[src/hdl/kgrbp_pkg.sv]
// Shared constants, types and width helpers for the keyframe gap-rate best picker.
package kgrbp_pkg;

  localparam int LEN_W         = 24;
  localparam int SCORE_W       = 64;
  localparam int SCALE_W       = 20;
  localparam int POS_BITS_DEF  = 48;
  localparam int TIME_BITS_DEF = 40;

  localparam logic [SCALE_W-1:0] SCALE     = 20'd1000000;
  localparam logic [SCORE_W-1:0] SCORE_MAX = {1'b0, {(SCORE_W-1){1'b1}}};
  localparam logic [SCORE_W-1:0] SCORE_MIN = {1'b1, {(SCORE_W-1){1'b0}}};

  // Operation codes carried on the input channel.
  localparam logic OP_RECORD = 1'b0;
  localparam logic OP_SELECT = 1'b1;

  // Width of the end-of-previous-frame sum (position plus length, one carry bit).
  function automatic int sum_w(int pos_bits);
    return ((pos_bits > LEN_W) ? pos_bits : LEN_W) + 1;
  endfunction

  // Width of the scaled numerator magnitude, which is also the quotient width.
  function automatic int prod_w(int pos_bits);
    return sum_w(pos_bits) + SCALE_W;
  endfunction

  typedef struct packed {
    logic capture;
    logic mul_step;
    logic div_step;
    logic commit;
    logic emit;
  } ctrl_cmd_t;

  typedef struct packed {
    logic pair_ok;
    logic out_free;
    logic prev_valid;
  } dp_sts_t;

endpackage

[src/hdl/kgrbp_if.sv]
// Valid/ready channel interfaces for frame items and pick results.
interface kgrbp_in_if
  import kgrbp_pkg::*;
#(
  parameter int POS_BITS  = POS_BITS_DEF,
  parameter int TIME_BITS = TIME_BITS_DEF
);
  logic                 valid;
  logic                 ready;
  logic                 operation;
  logic [POS_BITS-1:0]  frame_pos;
  logic [LEN_W-1:0]     frame_len;
  logic [TIME_BITS-1:0] frame_usec;

  modport source (output valid, operation, frame_pos, frame_len, frame_usec, input ready);
  modport sink   (input valid, operation, frame_pos, frame_len, frame_usec, output ready);
endinterface

interface kgrbp_out_if
  import kgrbp_pkg::*;
#(
  parameter int POS_BITS  = POS_BITS_DEF,
  parameter int TIME_BITS = TIME_BITS_DEF
);
  logic                 valid;
  logic                 ready;
  logic                 found;
  logic [POS_BITS-1:0]  best_pos;
  logic [LEN_W-1:0]     best_len;
  logic [TIME_BITS-1:0] best_usec;

  modport source (output valid, found, best_pos, best_len, best_usec, input ready);
  modport sink   (input valid, found, best_pos, best_len, best_usec, output ready);
endinterface

[src/hdl/kgrbp_ctrl.sv]
// Controller state machine: sequences capture, multiply, divide, commit and emit.
module kgrbp_ctrl
  import kgrbp_pkg::*;
#(
  parameter int POS_BITS = POS_BITS_DEF
) (
  input  logic      clk_i,
  input  logic      rst_ni,
  input  logic      in_valid_i,
  input  logic      in_op_i,
  input  dp_sts_t   sts_i,
  output logic      in_ready_o,
  output ctrl_cmd_t cmd_o
);

  localparam int PROD_W = prod_w(POS_BITS);
  localparam int CNT_W  = $clog2(PROD_W);

  typedef enum logic [2:0] {
    S_IDLE,
    S_MUL,
    S_DIV,
    S_COMMIT,
    S_HOLD
  } state_e;

  state_e             state_q, state_d;
  logic [CNT_W-1:0]   cnt_q, cnt_d;

  always_comb begin
    state_d    = state_q;
    cnt_d      = cnt_q;
    cmd_o      = '0;
    in_ready_o = 1'b0;
    unique case (state_q)
      S_IDLE: begin
        in_ready_o = 1'b1;
        if (in_valid_i) begin
          if (in_op_i == OP_SELECT) begin
            if (sts_i.out_free) begin
              cmd_o.emit = 1'b1;
            end else begin
              state_d = S_HOLD;
            end
          end else begin
            cmd_o.capture = 1'b1;
            if (sts_i.pair_ok) begin
              state_d = S_MUL;
              cnt_d   = CNT_W'(SCALE_W - 1);
            end
          end
        end
      end
      S_MUL: begin
        cmd_o.mul_step = 1'b1;
        if (cnt_q == '0) begin
          state_d = S_DIV;
          cnt_d   = CNT_W'(PROD_W - 1);
        end else begin
          cnt_d = cnt_q - 1'b1;
        end
      end
      S_DIV: begin
        cmd_o.div_step = 1'b1;
        if (cnt_q == '0) begin
          state_d = S_COMMIT;
        end else begin
          cnt_d = cnt_q - 1'b1;
        end
      end
      S_COMMIT: begin
        cmd_o.commit = 1'b1;
        state_d      = S_IDLE;
      end
      S_HOLD: begin
        if (sts_i.out_free) begin
          cmd_o.emit = 1'b1;
          state_d    = S_IDLE;
        end
      end
      default: begin
        state_d = S_IDLE;
      end
    endcase
  end

  always_ff @(posedge clk_i or negedge rst_ni) begin
    if (!rst_ni) begin
      state_q <= S_IDLE;
      cnt_q   <= '0;
    end else begin
      state_q <= state_d;
      cnt_q   <= cnt_d;
    end
  end

endmodule

[src/hdl/kgrbp_dp.sv]
// Datapath: frame registers, shift-add scaler, restoring divider and best-score tracking.
module kgrbp_dp
  import kgrbp_pkg::*;
#(
  parameter int POS_BITS  = POS_BITS_DEF,
  parameter int TIME_BITS = TIME_BITS_DEF
) (
  input  logic                 clk_i,
  input  logic                 rst_ni,
  input  ctrl_cmd_t            cmd_i,
  output dp_sts_t              sts_o,
  input  logic [POS_BITS-1:0]  in_pos_i,
  input  logic [LEN_W-1:0]     in_len_i,
  input  logic [TIME_BITS-1:0] in_usec_i,
  input  logic                 out_ready_i,
  output logic                 out_valid_o,
  output logic                 out_found_o,
  output logic [POS_BITS-1:0]  out_pos_o,
  output logic [LEN_W-1:0]     out_len_o,
  output logic [TIME_BITS-1:0] out_usec_o
);

  localparam int SUM_W  = sum_w(POS_BITS);
  localparam int PROD_W = prod_w(POS_BITS);
  localparam int QX_W   = (PROD_W > SCORE_W + 1) ? PROD_W : SCORE_W + 1;

  // Control state, reset.
  logic               prev_valid_q;
  logic               best_valid_q;
  logic [SCORE_W-1:0] best_score_q;
  logic               out_valid_q;

  // Payload and work registers, no reset.
  logic [POS_BITS-1:0]  prev_pos_q, cand_pos_q, best_pos_q, out_pos_q;
  logic [LEN_W-1:0]     prev_len_q, cand_len_q, best_len_q, out_len_q;
  logic [TIME_BITS-1:0] prev_usec_q, cand_usec_q, best_usec_q, out_usec_q;
  logic                 out_found_q;
  logic [SUM_W-1:0]     mag_q;
  logic [SCALE_W-1:0]   scale_q;
  logic [PROD_W-1:0]    pq_q;
  logic [TIME_BITS-1:0] rem_q, den_q;
  logic                 neg_q;

  // Operand preparation for a new pair.
  logic [SUM_W-1:0]     end_sum;
  logic [SUM_W:0]       diff, diff_neg;
  logic                 num_neg;
  logic [SUM_W-1:0]     num_mag;
  logic                 den_neg;
  logic [TIME_BITS-1:0] den_mag;

  always_comb begin
    end_sum  = SUM_W'(prev_pos_q) + SUM_W'(prev_len_q);
    diff     = (SUM_W + 1)'(in_pos_i) - (SUM_W + 1)'(end_sum);
    diff_neg = (SUM_W + 1)'(0) - diff;
    num_neg  = diff[SUM_W];
    num_mag  = num_neg ? diff_neg[SUM_W-1:0] : diff[SUM_W-1:0];
    den_neg  = in_usec_i < prev_usec_q;
    den_mag  = den_neg ? (prev_usec_q - in_usec_i) : (in_usec_i - prev_usec_q);
  end

  // One shift-add step of the scale multiply and one restoring division step.
  logic [PROD_W-1:0]    mul_next;
  logic [TIME_BITS:0]   rem_shift, rem_sub;
  logic                 rem_ge;

  always_comb begin
    mul_next  = {pq_q[PROD_W-2:0], 1'b0}
              + (scale_q[SCALE_W-1] ? PROD_W'(mag_q) : PROD_W'(0));
    rem_shift = {rem_q, pq_q[PROD_W-1]};
    rem_ge    = rem_shift >= {1'b0, den_q};
    rem_sub   = rem_shift - {1'b0, den_q};
  end

  // Signed, saturated score from the quotient magnitude.
  logic [QX_W-1:0]    q_ext;
  logic [SCORE_W-1:0] score;
  logic               better;

  always_comb begin
    q_ext = QX_W'(pq_q);
    if (!neg_q) begin
      score = (q_ext > QX_W'(SCORE_MAX)) ? SCORE_MAX : q_ext[SCORE_W-1:0];
    end else begin
      score = (q_ext > QX_W'(SCORE_MIN)) ? SCORE_MIN
                                          : SCORE_W'(0) - q_ext[SCORE_W-1:0];
    end
    better = $signed(score) > $signed(best_score_q);
  end

  always_ff @(posedge clk_i or negedge rst_ni) begin
    if (!rst_ni) begin
      prev_valid_q <= 1'b0;
      best_valid_q <= 1'b0;
      best_score_q <= SCORE_MIN;
      out_valid_q  <= 1'b0;
    end else begin
      if (cmd_i.emit) begin
        out_valid_q <= 1'b1;
      end else if (out_ready_i) begin
        out_valid_q <= 1'b0;
      end
      if (cmd_i.capture) begin
        prev_valid_q <= 1'b1;
      end
      if (cmd_i.commit && better) begin
        best_valid_q <= 1'b1;
        best_score_q <= score;
      end
      if (cmd_i.emit) begin
        prev_valid_q <= 1'b0;
        best_valid_q <= 1'b0;
        best_score_q <= SCORE_MIN;
      end
    end
  end

  always_ff @(posedge clk_i) begin
    if (cmd_i.capture) begin
      cand_pos_q  <= prev_pos_q;
      cand_len_q  <= prev_len_q;
      cand_usec_q <= prev_usec_q;
      prev_pos_q  <= in_pos_i;
      prev_len_q  <= in_len_i;
      prev_usec_q <= in_usec_i;
      mag_q       <= num_mag;
      den_q       <= den_mag;
      neg_q       <= num_neg ^ den_neg;
      scale_q     <= SCALE;
      pq_q        <= '0;
      rem_q       <= '0;
    end
    if (cmd_i.mul_step) begin
      pq_q    <= mul_next;
      scale_q <= {scale_q[SCALE_W-2:0], 1'b0};
    end
    if (cmd_i.div_step) begin
      pq_q  <= {pq_q[PROD_W-2:0], rem_ge};
      rem_q <= rem_ge ? rem_sub[TIME_BITS-1:0] : rem_shift[TIME_BITS-1:0];
    end
    if (cmd_i.commit && better) begin
      best_pos_q  <= cand_pos_q;
      best_len_q  <= cand_len_q;
      best_usec_q <= cand_usec_q;
    end
    if (cmd_i.emit) begin
      out_found_q <= best_valid_q;
      out_pos_q   <= best_valid_q ? best_pos_q : '0;
      out_len_q   <= best_valid_q ? best_len_q : '0;
      out_usec_q  <= best_valid_q ? best_usec_q : '0;
    end
  end

  assign sts_o.pair_ok    = prev_valid_q && (in_usec_i != prev_usec_q);
  assign sts_o.out_free   = !out_valid_q || out_ready_i;
  assign sts_o.prev_valid = prev_valid_q;

  assign out_valid_o = out_valid_q;
  assign out_found_o = out_found_q;
  assign out_pos_o   = out_pos_q;
  assign out_len_o   = out_len_q;
  assign out_usec_o  = out_usec_q;

endmodule

[src/hdl/keyframe_gap_rate_best_picker.sv]
// Top level of the keyframe gap-rate best picker: controller, datapath and checks.
//
// Each record item on frame_i is a keyframe (position, length, timestamp). For every two
// consecutive records with different timestamps the block rates the gap between the end of
// the earlier frame and the start of the later one as 1000000 * gap / time difference, a
// signed quotient truncated toward zero and saturated to 64 bits, and it remembers the earlier
// frame of the pair with the strictly highest rate. A select item puts that frame on pick_o
// with found set (all zero with found clear when no pair was rated) and clears all history.
// A record that completes a pair occupies the block while it takes the item, runs a
// shift-add multiply by the 20-bit scale constant, runs a one-bit-per-cycle restoring divider
// for P = max(POS_BITS, 24) + 21 quotient bits, and saturates and compares the score. A record
// that completes no pair needs no further work, nor does a select whose output register is free.
// The result sits in an output register, so records keep being taken while a result waits; a
// select waits until that register is free.
module keyframe_gap_rate_best_picker
  import kgrbp_pkg::*;
#(
  parameter int POS_BITS  = POS_BITS_DEF,
  parameter int TIME_BITS = TIME_BITS_DEF
) (
  input  logic        clk_i,
  input  logic        rst_ni,
  kgrbp_in_if.sink    frame_i,
  kgrbp_out_if.source pick_o
);

  ctrl_cmd_t cmd;
  dp_sts_t   sts;
  logic      in_ready;

  // The controller decides per item; the datapath holds every frame and score register.
  kgrbp_ctrl #(
    .POS_BITS (POS_BITS)
  ) u_ctrl (
    .clk_i      (clk_i),
    .rst_ni     (rst_ni),
    .in_valid_i (frame_i.valid),
    .in_op_i    (frame_i.operation),
    .sts_i      (sts),
    .in_ready_o (in_ready),
    .cmd_o      (cmd)
  );

  kgrbp_dp #(
    .POS_BITS  (POS_BITS),
    .TIME_BITS (TIME_BITS)
  ) u_dp (
    .clk_i       (clk_i),
    .rst_ni      (rst_ni),
    .cmd_i       (cmd),
    .sts_o       (sts),
    .in_pos_i    (frame_i.frame_pos),
    .in_len_i    (frame_i.frame_len),
    .in_usec_i   (frame_i.frame_usec),
    .out_ready_i (pick_o.ready),
    .out_valid_o (pick_o.valid),
    .out_found_o (pick_o.found),
    .out_pos_o   (pick_o.best_pos),
    .out_len_o   (pick_o.best_len),
    .out_usec_o  (pick_o.best_usec)
  );

  assign frame_i.ready = in_ready;

  logic in_accept;
  assign in_accept = frame_i.valid && in_ready;

  // A select taken while the output register is free shows its result on the next cycle.
  a_select_emits: assert property (@(posedge clk_i) disable iff (!rst_ni)
    in_accept && (frame_i.operation == OP_SELECT) && sts.out_free |=> pick_o.valid)
    else $error("select item did not produce a result");

  // A select clears the history, so the next record cannot form a pair.
  a_select_clears: assert property (@(posedge clk_i) disable iff (!rst_ni)
    in_accept && (frame_i.operation == OP_SELECT) && sts.out_free |=> !sts.prev_valid)
    else $error("previous frame survived a select");

  // A record that completes a pair keeps the block busy while the score is computed.
  a_pair_busy: assert property (@(posedge clk_i) disable iff (!rst_ni)
    in_accept && (frame_i.operation == OP_RECORD) && sts.pair_ok |=> !in_ready ##1 !in_ready)
    else $error("new item taken during score computation");

  // After any record the previous frame is held.
  a_record_keeps: assert property (@(posedge clk_i) disable iff (!rst_ni)
    in_accept && (frame_i.operation == OP_RECORD) |=> sts.prev_valid)
    else $error("record item was not kept as previous frame");

endmodule
[src/flat_wrapper.sv]
// flat-port wrapper written by rule: the top's interface ports become plain ports
module keyframe_gap_rate_best_picker_flat import kgrbp_pkg::*;
#(
  parameter int POS_BITS  = POS_BITS_DEF,
  parameter int TIME_BITS = TIME_BITS_DEF
)
  (clk_i, rst_ni, frame_i_valid, frame_i_operation, frame_i_frame_pos, frame_i_frame_len, frame_i_frame_usec, frame_i_ready, pick_o_valid, pick_o_found, pick_o_best_pos, pick_o_best_len, pick_o_best_usec, pick_o_ready);
  kgrbp_in_if #(.POS_BITS(POS_BITS), .TIME_BITS(TIME_BITS)) frame_i_i ();
  kgrbp_out_if #(.POS_BITS(POS_BITS), .TIME_BITS(TIME_BITS)) pick_o_i ();
  input  logic clk_i;
  input  logic rst_ni;
  input wire logic [$bits(frame_i_i.valid)-1:0] frame_i_valid;
  input wire logic [$bits(frame_i_i.operation)-1:0] frame_i_operation;
  input wire logic [$bits(frame_i_i.frame_pos)-1:0] frame_i_frame_pos;
  input wire logic [$bits(frame_i_i.frame_len)-1:0] frame_i_frame_len;
  input wire logic [$bits(frame_i_i.frame_usec)-1:0] frame_i_frame_usec;
  output wire logic [$bits(frame_i_i.ready)-1:0] frame_i_ready;
  output wire logic [$bits(pick_o_i.valid)-1:0] pick_o_valid;
  output wire logic [$bits(pick_o_i.found)-1:0] pick_o_found;
  output wire logic [$bits(pick_o_i.best_pos)-1:0] pick_o_best_pos;
  output wire logic [$bits(pick_o_i.best_len)-1:0] pick_o_best_len;
  output wire logic [$bits(pick_o_i.best_usec)-1:0] pick_o_best_usec;
  input wire logic [$bits(pick_o_i.ready)-1:0] pick_o_ready;
  assign frame_i_i.valid = frame_i_valid;
  assign frame_i_i.operation = frame_i_operation;
  assign frame_i_i.frame_pos = frame_i_frame_pos;
  assign frame_i_i.frame_len = frame_i_frame_len;
  assign frame_i_i.frame_usec = frame_i_frame_usec;
  assign frame_i_ready = frame_i_i.ready;
  assign pick_o_valid = pick_o_i.valid;
  assign pick_o_found = pick_o_i.found;
  assign pick_o_best_pos = pick_o_i.best_pos;
  assign pick_o_best_len = pick_o_i.best_len;
  assign pick_o_best_usec = pick_o_i.best_usec;
  assign pick_o_i.ready = pick_o_ready;
  keyframe_gap_rate_best_picker #(.POS_BITS(POS_BITS), .TIME_BITS(TIME_BITS)) u_core (.clk_i(clk_i), .rst_ni(rst_ni), .frame_i(frame_i_i), .pick_o(pick_o_i));
endmodule
[config.mk]
export PLATFORM = sky130hd
export DESIGN_NAME = keyframe_gap_rate_best_picker_flat
export DESIGN_NICKNAME = d
export VERILOG_FILES = /design/src/hdl/kgrbp_pkg.sv /design/src/hdl/kgrbp_if.sv /design/src/hdl/kgrbp_ctrl.sv /design/src/hdl/kgrbp_dp.sv /design/src/hdl/keyframe_gap_rate_best_picker.sv /design/src/flat_wrapper.sv
export SDC_FILE = /design/constraint.sdc
export NUM_CORES = 2
export LEC_CHECK = 0
export BUFFER_PORTS_ARGS = -buffer_cell sky130_fd_sc_hd__clkbuf_2
export CORE_UTILIZATION = 55
export DETAILED_ROUTE_END_ITERATION = 16
export GPL_ROUTABILITY_DRIVEN = 0
export PLACE_DENSITY_LB_ADDON = 0.05
export SYNTH_ARGS = -nofsm -noshare
export SYNTH_HDL_FRONTEND = slang
export SYNTH_HIERARCHICAL = 1
export SYNTH_SLANG_ARGS = --single-unit
[constraint.sdc]
create_clock -name clk_i -period 38.2 [get_ports clk_i]
set_input_delay 1.91 -clock clk_i [delete_from_list [all_inputs] [get_ports clk_i]]
set_output_delay 1.91 -clock clk_i [all_outputs]
set_load 0.005 [all_outputs]
Yosys cells after proc, flatten, opt, wreduce, memory -nomap -nowiden --
Index checks and enable logic that the tools add are counted.
Word-level totals: register bits after elaboration 739, input port bits 117, output and inout port bits 115, word-level logic and storage cells 117
Operators by class: add/sub/neg operators 9, order comparisons 5, equality and inequality tests 14, mux-type cells 47, bitwise logic cells 1, reduce and logical (&&, ||, !) cells 15
Operators by type and width (number):
- 2-to-1 mux 64 bit | 5
- 2-to-1 mux 69 bit | 3
- 2-to-1 mux 40 bit | 4
- subtractor 40 bit | 3
- 2-to-1 mux 49 bit | 2
- adder 69 x 49 -> 69 bit | 1
- > comparator 69 x 63 -> 1 bit, second input constant | 1
- > comparator 69 x 64 -> 1 bit, second input constant | 1
- > comparator 64 bit | 1
- subtractor 1 x 64 -> 64 bit, first input constant | 1
- subtractor 48 x 49 -> 50 bit | 1
- adder 48 x 24 -> 49 bit | 1
- subtractor 1 x 49 -> 49 bit, first input constant | 1
- >= comparator 41 x 40 -> 1 bit | 1
- < comparator 40 bit | 1
- 2-to-1 mux 20 bit | 2
- != test 40 bit | 1
- 2-to-1 mux 7 bit | 5
- 2-to-1 mux 3 bit | 7
- one-hot mux 7 bit (3 select lines) | 1
- 2-to-1 mux 1 bit | 16
- one-hot mux 3 bit (4 select lines) | 1
- != test 2 bit, second input constant | 5
- nonzero test 2 bit | 5
- 17 further kinds | 21

Logic depth before layout (Yosys ltp) --
depth after elaboration 7, mapped depth 27, mapped depth without buffers 23

Cells and area by module --
The synthesis kept the hierarchy.
By module, submodules not included:
- kgrbp_dp | times used 1, cells each 4461, area an instance 45232.1 um2, sequential area each 21556.9 um2
- kgrbp_ctrl | times used 1, cells each 78, area an instance 713.2 um2, sequential area each 250.2 um2

Worst setup path after synthesis --
No wires, ideal clock.
path kind input to register, from in frame_i_operation, to reg u_core.u_dp.rem_q[0], enable pin, setup time 380 ps, data arrival time 35180 ps, data required time 37820 ps, slack 2640 ps, stages 2, buffers on the path 0, cells stage by stage nor4_1 -> or2_2
Between the ends: longest elaborated chain between the ends 4
Ends and longest elaborated chain:
- start, declared | line flat_wrapper.sv:13 | input wire logic [$bits(frame_i_i.operation)-1:0] frame_i_operation;
- 2-to-1 mux 1 bit | line kgrbp_ctrl.sv:39 | if (in_op_i == OP_SELECT) begin
- 2-to-1 mux 1 bit | line kgrbp_ctrl.sv:38 | if (in_valid_i) begin
- 2-to-1 mux 1 bit | line kgrbp_ctrl.sv:35 | unique case (state_q)
- nonzero test 2 bit (no source line)
- end signal, assigned | line kgrbp_dp.sv:139 | rem_q <= rem_ge ? rem_sub[TIME_BITS-1:0] : rem_shift[TIME_BITS-1:0];
- end, declared | line kgrbp_dp.sv:41 | logic [TIME_BITS-1:0] rem_q, den_q;
Every way passes these cells. A chain may end at the register's enable or synchronous reset.

Final worst setup path --
from reg u_core.u_dp.pq_q[13], to reg u_core.u_dp.best_pos_q[0], enable pin
Between the ends: longest elaborated chain between the ends 5, elaborated cells between the ends (all ways) 8, classes of those cells add/sub: 1; order compare: 3; mux: 3; reduce/logical: 1
Ends and longest elaborated chain:
- start, declared | line kgrbp_dp.sv:40 | logic [PROD_W-1:0] pq_q;
- start signal, assigned | line kgrbp_dp.sv:134 | pq_q <= mul_next;
- start signal, assigned | line kgrbp_dp.sv:138 | pq_q <= {pq_q[PROD_W-2:0], rem_ge};
- subtractor 1 x 64 -> 64 bit (tied with other cells) | line kgrbp_dp.sv:86 | : SCORE_W'(0) - q_ext[SCORE_W-1:0];
- 2-to-1 mux 64 bit (on tied branches) | line kgrbp_dp.sv:85, kgrbp_dp.sv:83
- 2-to-1 mux 64 bit (*) | line kgrbp_dp.sv:82 | if (!neg_q) begin
- > comparator 64 bit (*) | line kgrbp_dp.sv:88 | better = $signed(score) > $signed(best_score_q);
- logical AND 1 bit (*) | line kgrbp_dp.sv:141 | if (cmd_i.commit && better) begin
- end signal, assigned | line kgrbp_dp.sv:142 | best_pos_q <= cand_pos_q;
- end, declared | line kgrbp_dp.sv:34 | logic [POS_BITS-1:0] prev_pos_q, cand_pos_q, best_pos_q, out_pos_q;
Mark *: on every way between the ends. The rest lies on a longest branch, timed or not.

==> flow_metrics.env <==
export IMPL_fin_nets=5120
export IMPL_finalCritPeriodShare_pct=22.2
export IMPL_antenna_left=0
export IMPL_wl_um=117000
export IMPL_dieArea_um2=84700
export IMPL_syn_to_final_growth_pct=10.3
export IMPL_critical_path_class="register to register"
export IMPL_slowest_delay_ps=770
export IMPL_io_buffers=231
export IMPL_ir_drop_mv=0.0417
export IMPL_avgSynthCellArea_um2=10.1
export IMPL_netlist_instances=4538
export IMPL_htree_levels=3
export IMPL_rsz0062_at_grt="no"
export IMPL_rows=105
export IMPL_required_ps=38470
export IMPL_drv_slew=0
export IMPL_hold_viol=0
export IMPL_cts_sinks=739
export IMPL_fin_cells=5801
export IMPL_crit_slowest_cell="buf_4"
export IMPL_crit_path_frequent_cell="a21o_1"
export IMPL_critPathBufInv=2
export IMPL_cts_root_buf="clkbuf_16"
export IMPL_grt_first_pass_wirelength_um=186000
export IMPL_hold_depth=0
export IMPL_dp_cells=5653
export IMPL_setup_slack_ps=29740
export IMPL_crit_fanout=61
export IMPL_tightestPinTransition_ps=1070
export IMPL_drive_gt1_share_pct=10.7
export IMPL_fp_coreArea_um2=82400
export IMPL_clk_pin_slew_ps=60
export IMPL_cts_buffers=80
export IMPL_io_pins=232
export IMPL_clock_latency_ps=650
export IMPL_grt_use_total_pct=27.4
export IMPL_powerDensity_nw_per_um2=67.8
export IMPL_grt_ovfl_total=0
export IMPL_die_h_um=291
export IMPL_final_cell_mix="662 x edfxtp_1, 396 x a21oi_1, 385 x inv_1, 310 x ha_1, 296 x nand2_1"
export IMPL_cts_resized=0
export IMPL_ys_warnings_count=6
export IMPL_crit_family="simple AND/OR/NAND/NOR gates"
export IMPL_dp_slack_ps=29770
export IMPL_cp_start_kind="register"
export IMPL_clockBufferDepth=3
export IMPL_outcome="completed"
export IMPL_arrival_ps=8730
export IMPL_antenna_found_initial=6
export IMPL_layout_commonest_cell="edfxtp_1"
export IMPL_holdCritPathClass="register to register"
export IMPL_die_x_um=291
export IMPL_num_fill_cells=6867
export IMPL_p_leak_nw=20.1
export IMPL_setup_viol=0
export IMPL_vias=35300
export IMPL_cts_hold_fix_buffers=0
export IMPL_syn_area_um2=45900
export IMPL_fin_crit_ps=8460
export IMPL_fmax_mhz=118
export IMPL_max_slew_margin_pct=28.9
export IMPL_endpoint_kind="register"
export IMPL_cap_violations=0
export IMPL_grt_pass1_vias=33300
export IMPL_drt_initial_drc_count=3276
export IMPL_crit_cells=22
export IMPL_cp_cell_sequence="or4_4 > or4_4 > or4_4 > nor4_4 > a31oi_4 > or2_1 > buf_4 > o21ai_1 > nand2_1 > o211ai_1 > ha_1 > a21o_1 > a21o_1 > a21o_1 > a21o_1 > a21o_1 > a21o_1 > a221oi_1 > a2bb2oi_1 > nand3_2 > nand2_4 > buf_4"
export IMPL_postCtsSetupBuffers=0
export IMPL_vias_per_cell=6.09
export IMPL_drc=0
export IMPL_dr_pass1_iters=6
export IMPL_rr_worst_depth=22
export IMPL_fin_skew_ps=22.4
export IMPL_syn_nets=4993
export IMPL_wl_per_cell_um=20.2
export IMPL_cts_tree="built"
export IMPL_hpwl_um=82900
export IMPL_fin_setup_tns_ps=0
export IMPL_grt_max_degree=122
export IMPL_initial_utilization_pct=55.8
[final timing paths]
path	end	start	slack, ps
max	u_core/u_dp/best_pos_q[0]$_DFFE_PP_	u_core/u_dp/pq_q[13]$_DFFE_PP_	29740
min	u_core/u_dp/best_pos_q[25]$_DFFE_PP_	u_core/u_dp/cand_pos_q[25]$_DFFE_PP_	400
max reg2reg	u_core/u_dp/best_pos_q[0]$_DFFE_PP_	u_core/u_dp/pq_q[13]$_DFFE_PP_	29740
min reg2reg	u_core/u_dp/best_pos_q[25]$_DFFE_PP_	u_core/u_dp/cand_pos_q[25]$_DFFE_PP_	400
max in group asynchronous	u_core/u_dp/best_valid_q$_DFFE_PN0P_	rst_ni	35830
min in group asynchronous	u_core/u_dp/best_score_q[2]$_DFFE_PN0P_	rst_ni	1120
[cell type report]
class	instances	area, um^2	area share, %
antenna	1	2.50	0.00494
clock buffer	97	2090	4.12
clock inverter	50	688	1.36
inverter	388	1460	2.87
multi-input combinational	3185	21800	43.0
sequential	739	21800	43.1
tap	1070	1340	2.64
timing repair buffer	271	1470	2.90
[report_power, final]
part           internal [W]  switching (W)  total, W
combinational      0.000527       0.000832   0.00136
sequential          0.00111       0.000146   0.00125
clock              0.000489       0.000334  0.000822
[state kept, by name, summed over array words and instances (netlist names), 24 cells and up]
name,cells
u_core/u_dp/cand_pos_q,48
u_core/u_dp/den_q,40
u_core/u_dp/out_usec_o,40
u_core/u_dp/best_score_q,64
u_core/u_dp/rem_q,40
u_core/u_dp/pq_q,69
u_core/u_dp/mag_q,49
u_core/u_dp/prev_usec_q,40
u_core/u_dp/best_len_q,24
u_core/u_dp/cand_usec_q,40
u_core/u_dp/best_pos_q,48
u_core/u_dp/prev_len_q,24
u_core/u_dp/cand_len_q,24
u_core/u_dp/prev_pos_q,48
u_core/u_dp/best_usec_q,40
u_core/u_dp/out_pos_o,48
u_core/u_dp/out_len_o,24
[per-stage QoR]
| stage | hold slack [ps] | cell area (um^2) | total power (W) | util [%] |
|---|---|---|---|---|
| 2_1_floorplan | 400 | 45900 | 0.00227 | - |
| 3_3_place_gp | 400 | 47900 | 0.00258 | 58.1 |
| 3_5_place_dp | 405 | 47900 | 0.00260 | 58.1 |
| 4_1_cts | 398 | 50700 | 0.00344 | 61.5 |
| 5_1_grt | 419 | 50700 | 0.00365 | 61.5 |
| 6_report | 403 | 50700 | 0.00343 | 61.5 |
[routing by layer]
metal | global-route usage, % | routed length [um]
met5 | 0 | 38
met4 | 7.34 | 2500
met3 | 3.93 | 8500
met2 | 39.5 | 48900
met1 | 42.8 | 57400
Note: power is estimated with default switching activity, not from simulation.
